**config.mk**
```make
export PLATFORM = sky130hd
export DESIGN_NAME = thermocouple_scratchpad_decoder
export DESIGN_NICKNAME = d
export VERILOG_FILES = /design/src/sv/tsd_pkg.sv /design/src/sv/thermocouple_scratchpad_decoder.sv
export VERILOG_INCLUDE_DIRS = /design/src /design/src/sv
export SDC_FILE = /design/constraint.sdc
export NUM_CORES = 1
export LEC_CHECK = 0
export BUFFER_PORTS_ARGS = -buffer_cell sky130_fd_sc_hd__buf_2
export CORE_AREA = 4 4 78 117
export DETAILED_ROUTE_END_ITERATION = 8
export DIE_AREA = 0 0 82 121
export GPL_ROUTABILITY_DRIVEN = 0
export PLACE_DENSITY = 0.69
export SLEW_MARGIN = 40
export SYNTH_ARGS = -nofsm -noshare
export SYNTH_HDL_FRONTEND = slang
export SYNTH_SLANG_ARGS = --single-unit
```
**constraint.sdc**
```tcl
create_clock -name clk_i -period 7.5 [get_ports clk_i]
set_input_delay 0.75 -clock clk_i [delete_from_list [all_inputs] [get_ports clk_i]]
set_output_delay 0.75 -clock clk_i [all_outputs]
set_load 0.01 [all_outputs]
```
**src/sv/thermocouple_scratchpad_decoder_defines.svh**
```systemverilog
// ----------------------------------------------------------------------------
// Thermocouple scratchpad decoder assertion macros
// Concurrent check macros used by the decoder's RTL file.
// ----------------------------------------------------------------------------
`ifndef THERMOCOUPLE_SCRATCHPAD_DECODER_DEFINES_SVH
`define THERMOCOUPLE_SCRATCHPAD_DECODER_DEFINES_SVH

// Checks that the consequent holds in the same cycle as the antecedent.
`define TSD_ASSERT_SAME(lbl, ante, cons, msg) \
  lbl: assert property (@(posedge clk_i) disable iff (!rst_ni) (ante) |-> (cons)) \
    else $error(msg);

// Checks that the consequent holds in the cycle after the antecedent.
`define TSD_ASSERT_NEXT(lbl, ante, cons, msg) \
  lbl: assert property (@(posedge clk_i) disable iff (!rst_ni) (ante) |=> (cons)) \
    else $error(msg);

`endif

```
**src/sv/tsd_pkg.sv**
```systemverilog
// ----------------------------------------------------------------------------
// Thermocouple scratchpad decoder package
// Frame geometry, result layout and the bytewise 1-Wire CRC-8 update.
// ----------------------------------------------------------------------------
package tsd_pkg;

  localparam int unsigned PAD_BYTES  = 9;
  localparam int unsigned IDX_W      = 4;
  localparam int unsigned KEEP_BYTES = 4;
  localparam int unsigned IN_W       = 8;
  localparam int unsigned OUT_W      = 32;
  localparam logic [7:0]  CRC_POLY   = 8'h8C;
  localparam logic [IDX_W-1:0] LAST_IDX = IDX_W'(PAD_BYTES - 1);

  typedef struct packed {
    logic [2:0]         fault_bits;
    logic signed [13:0] couple_temp;
    logic signed [11:0] cold_temp;
    logic               crc_ok;
  } result_t;

  localparam int unsigned RES_W = $bits(result_t);

  function automatic logic [7:0] crc8_step(logic [7:0] crc, logic [7:0] data);
    logic [7:0] c;
    c = crc ^ data;
    for (int k = 0; k < 8; k++) begin
      if (c[0]) begin
        c = (c >> 1) ^ CRC_POLY;
      end else begin
        c = c >> 1;
      end
    end
    return c;
  endfunction

endpackage

```
**src/sv/thermocouple_scratchpad_decoder.sv**
```systemverilog
// ----------------------------------------------------------------------------
// Thermocouple scratchpad decoder
// Checks the CRC-8 of a nine-byte scratchpad and decodes its temperatures.
// ----------------------------------------------------------------------------
// Channel  | Direction | tdata                         | tuser
// s_axis   | in        | [7:0] scratch_byte            | frame_start
// m_axis   | out       | crc_ok, junction, couple, ... | none
//
// One byte per cycle unless m_axis stalls; its result, if any, is registered.
// The CRC update of one byte in the processing stage sets the cycle time.
// Reset clears the frame position, the running CRC and both valid flags.
// A stall on m_axis holds the stage and the input register, then s_axis.
// ----------------------------------------------------------------------------
module thermocouple_scratchpad_decoder (
  input  logic                      clk_i,
  input  logic                      rst_ni,
  input  logic                      s_axis_tvalid_i,
  output logic                      s_axis_tready_o,
  input  logic [tsd_pkg::IN_W-1:0]  s_axis_tdata_i,  // [7:0] scratch_byte
  input  logic                      s_axis_tuser_i,  // [0] frame_start
  output logic                      m_axis_tvalid_o,
  input  logic                      m_axis_tready_i,
  // [0] crc_ok, [12:1] cold_temp, [26:13] couple_temp, [29:27] fault_bits
  output logic [tsd_pkg::OUT_W-1:0] m_axis_tdata_o
);
  import tsd_pkg::*;

  logic             in_vld_q, in_vld_d;
  logic [7:0]       in_byte_q;
  logic             in_start_q;
  logic             adv;
  logic             load_in;

  logic [IDX_W-1:0] idx_q, idx_d;
  logic [7:0]       crc_q, crc_d;
  logic [7:0]       keep_q [KEEP_BYTES];

  logic [IDX_W-1:0] idx;
  logic             is_last;
  logic             step;
  logic [7:0]       crc_base;

  logic             out_vld_q, out_vld_d;
  result_t          res_q, res_d;

  logic [15:0]      cj_word;
  logic             good;

  assign adv             = !out_vld_q || m_axis_tready_i;
  assign s_axis_tready_o = adv || !in_vld_q;
  assign load_in         = s_axis_tready_o;
  assign in_vld_d        = load_in ? s_axis_tvalid_i : in_vld_q;

  assign step     = in_vld_q && adv;
  assign idx      = in_start_q ? '0 : idx_q;
  assign is_last  = idx >= LAST_IDX;
  assign crc_base = (idx == '0) ? 8'h00 : crc_q;

  always_comb begin
    idx_d = idx_q;
    crc_d = crc_q;
    if (step) begin
      if (is_last) begin
        idx_d = '0;
        crc_d = 8'h00;
      end else begin
        idx_d = idx + IDX_W'(1);
        crc_d = crc8_step(crc_base, in_byte_q);
      end
    end
  end

  assign cj_word = {keep_q[3], keep_q[2]};
  assign good    = (in_byte_q == crc_q);

  always_comb begin
    res_d = '0;
    if (good) begin
      res_d.crc_ok    = 1'b1;
      res_d.cold_temp = $signed(cj_word[15:4]);
      if (keep_q[0][0]) begin
        res_d.fault_bits = keep_q[2][2:0];
      end else begin
        res_d.couple_temp = $signed({keep_q[1], keep_q[0][7:2]});
      end
    end
  end

  assign out_vld_d = adv ? (in_vld_q && is_last) : out_vld_q;

  always_ff @(posedge clk_i or negedge rst_ni) begin
    if (!rst_ni) begin
      in_vld_q  <= 1'b0;
      out_vld_q <= 1'b0;
      idx_q     <= '0;
      crc_q     <= 8'h00;
    end else begin
      in_vld_q  <= in_vld_d;
      out_vld_q <= out_vld_d;
      idx_q     <= idx_d;
      crc_q     <= crc_d;
    end
  end

  always_ff @(posedge clk_i) begin
    if (load_in) begin
      in_byte_q  <= s_axis_tdata_i[7:0];
      in_start_q <= s_axis_tuser_i;
    end
    if (step && !is_last && idx < IDX_W'(KEEP_BYTES)) begin
      keep_q[idx[1:0]] <= in_byte_q;
    end
    if (adv) begin
      res_q <= res_d;
    end
  end

  assign m_axis_tvalid_o = out_vld_q;
  assign m_axis_tdata_o  = {(OUT_W - RES_W)'(0), res_q};

`include "thermocouple_scratchpad_decoder_defines.svh"

  `TSD_ASSERT_SAME(a_idx_range, 1'b1, idx_q <= LAST_IDX, "byte index beyond frame")
  `TSD_ASSERT_NEXT(a_no_mid_result, step && !is_last, !out_vld_q, "result from a middle byte")
  `TSD_ASSERT_NEXT(a_frame_restart, step && is_last,
                   idx_q == '0 && crc_q == 8'h00, "frame state not restarted")
  `TSD_ASSERT_SAME(a_bad_crc_zero, out_vld_q && !res_q.crc_ok,
                   res_q == '0, "bad CRC result not zero")
  `TSD_ASSERT_SAME(a_fault_excl, out_vld_q,
                   res_q.couple_temp == '0 || res_q.fault_bits == '0,
                   "fault and reading both set")

endmodule
```
==> impl_results.md <==
* Status: completed
* Width of the chip at 82 µm
* Ports at 47
* Post-CTS Setup Bufs at 0
* Async S/R FF share, synth at approximately 17%
* RSZ-0062 raised after global routing: false
* Worst endpoint data arrival time at roughly 2.3 ns
* Residual DRC at 0
* Post-cts gate resize count at 0
* HPWL Detailed at ~3800 µm
* Synth Flop Type: edfxtp_1
* Antenna Nets Post-Route at 0
* WHS at around 0.32 ns
* Largest net degree at the start of global routing at 34
* Post-synthesis sequential area ratio at a little under three quarters
* Final period util at ~31%
* Final hold vios at 0
* Hold Crit Class: in -> async
* NetSw at 304 µW
* Longest Clk Path Bufs at 2
* Cts-stage hold buffer count at 0
* CP max FO at 33
* PortBufs at 44
* Seq. cell area at roughly 2400 µm²
* Vias in the first global route at 1634
* Wl on met1 at 1930 µm
* Share of cells above drive strength 1 at approximately a quarter
* GRT Total Usage at a little under an eighth
* Chip Height at between 100 and 150 µm
* Overflow after GRT at 0
* CTS Sinks at 83
* Wire per inst at about 14 µm
* Metal2 WL at 2850 µm
* Synth-to-layout area growth at 17.8%
* Diode count at 0
* Clk slew on worst S/H paths at around 0.06 ns
* Highest Signal Layer: met4
* Total core area at around 8200 µm²
* Critical path endpoint category: flip-flop
* Initial antenna violation count at 0
* FF+latch count, synth at a little over 80
* Max cap viols at 0
* Net Sw Frac at 24.5%
* Initial Util at between 40% and 50%
* Synth Cell Area at around 3400 µm²
* Nets@finish at approximately 280
* CTS Buf Count at 9
* Worst rel slew slack at 53.2%
* PnR Total Power at 1.24 mW
* CTS root buffer: clkbuf_16
* DIE AREA at 9920 µm²
* Logic pwr share at about 20%
* Final WS setup at 5.17 ns
* Slew @ Worst Pin at between 0.6 and 0.7 ns
* Fmax at 0.429 GHz
* Final setup viols at 0
* Setup TNS at 0 ns
* Initial DRC count at 69
* Worst Setup Path Type: in -> reg
* Detailed Routing Iterations Pass 1 at 4
* Vias per cell at between 4 and 5
* Final Util at just under 50%
* Worst clock skew at approximately 0.0051 ns
* Max-slew violations at 0
* Post-synthesis cell type count at 32
* Top cell type's share of synthesized area at 60.8%
* Post-Syn Instances at roughly 220
* Min cycle time layout at 2.33 ns
* Clk_lat worst skew at 0.32 ns
* Synth top area cells: edfxtp_1 61%, dfrtp_1 10%, xnor2_1 5.9%, and2_1 5.0%, xnor3_1 2.6%
* Core Rows at 41
* Pre-CTS WS at between 4 and 5 ns
* H-tree depth at 3
* First-pass GRT wire length at 8350 µm
* Cell internal pwr at 936 µW
* PwrDens at 309 nW/µm²
* CTS tree: done
* Reg2reg setup slack at 5.30 ns
* Mapped Avg Cell Area at about 16 µm²
* Synth area leader: edfxtp_1
* Critical Path Start Type: primary input
* Vias at 1704
* DRT Wirelength at 5130 µm
* Post-synth EDFFs at 69
* Area taken by multi-input logic gates at 932 µm²
* Fillcell total at about 720
* Clock network fraction of total power at between 30% and 40%
* Met3 wire length at between 200 and 250 µm
* Static leakage at roughly 1.7 nW
* CP required at roughly 7.5 ns
* Yosys Warn Count at 0
* Reg power frac at a little under half
* Peak supply drop at 0.183 mV
[cell usage in the layout, fill, tap and decap left out, drive strengths merged, types with 3 or more instances in the layout]
cell type | netlist | final
a21boi | 3 | 3
a21oi | 4 | 4
and2 | 27 | 27
and3 | 6 | 6
buf | 5 | 45
clkbuf | 4 | 11
dfrtp | 14 | 14
edfxtp | 69 | 69
ha | 4 | 4
inv | 3 | 3
nand2 | 16 | 16
nand2b | 4 | 4
o21ai | 11 | 11
xnor2 | 26 | 26
xnor3 | 4 | 4
xor2 | 5 | 5
[cell type report]
type,instances,area share (%)
inverter,3,0.280
tap,107,3.33
clock inverter,5,1.37
clock buffer,11,5.80
multi-input combinational,125,23.2
sequential,83,60.3
timing repair buffer,45,5.67
[cells by family after synthesis]
family | synth area share, %
DFF | 71.1
and+or+nand+nor | 10.2
xor gates and xnor gates | 11.3
AOI/OAI and AO/OA | 4.00
buffers and inverters | 1.84
adders and majority gates | 1.47
other | 0.110
[worst max-delay path: stages]
cell      delay, ns
buf_2          0.08
nand2b_1       0.09
buf_4          0.34
nand2_1        0.39
nor2_1         0.63
[power groups by stage]
stage	registers (mW)	clock network (mW)	logic (mW)
finish	0.581	0.416	0.244
global route	0.587	0.442	0.273
CTS	0.581	0.426	0.248
detailed placement	0.590	0	0.247
global placement	0.590	0	0.244
floorplan	0.575	0	0.220
[through the flow]
stage / instance area (µm²) / std cells
floorplan: 3410 / 220
finish: 4020 / 379
global placement: 3720 / 363
CTS: 4020 / 379
detailed placement: 3730 / 363
global route: 4020 / 379
[cell usage after synthesis, drive strengths merged (2+ instances only)]
cell type and number:
edfxtp 69, and2 27, xnor2 26, nand2 16
dfrtp 14, o21ai 11, and3 6, buf 5
xor2 5, a21oi 4, clkbuf 4, ha 4
nand2b 4, xnor3 4, a21boi 3, inv 3
nand4 2, nor2 2, nor2b 2, nor3 2
[routing by layer]
| layer | GRT usage (%) | up-vias |
|---|---|---|
| met5 | 0 | - |
| met2 | 20.4 | 36 |
| met4 | 6.13 | 0 |
| met3 | 3.79 | 8 |
| met1 | 12.0 | 800 |
| li1 | - | 860 |
[worst paths after layout]
| path | start | end | cells after the start |
|---|---|---|---|
| max in group asynchronous | rst_ni | idx_q[2] | 1 |
| worst max register to register | m_axis_tvalid_o | keep_q[3][7] | 4 |
| worst max-delay path | m_axis_tready_i | keep_q[3][7] | 5 |
| worst min register to register | idx_q[0] | idx_q[0] | 2 |
| min in group clk_i | idx_q[0] | idx_q[0] | 2 |
| worst min-delay path | rst_ni | in_vld_q | 1 |
[state kept, by name, indices dropped and copies added (netlist names)]
| signal | flops |
|---|---|
| in_byte_q | 8 |
| crc_q | 8 |
| keep_q | 30 |
| in_vld_q | 1 |
| in_start_q | 1 |
| m_axis_tdata_o | 30 |
| idx_q | 4 |
| m_axis_tvalid_o | 1 |
No activity file was read; power rests on OpenSTA's default activity.
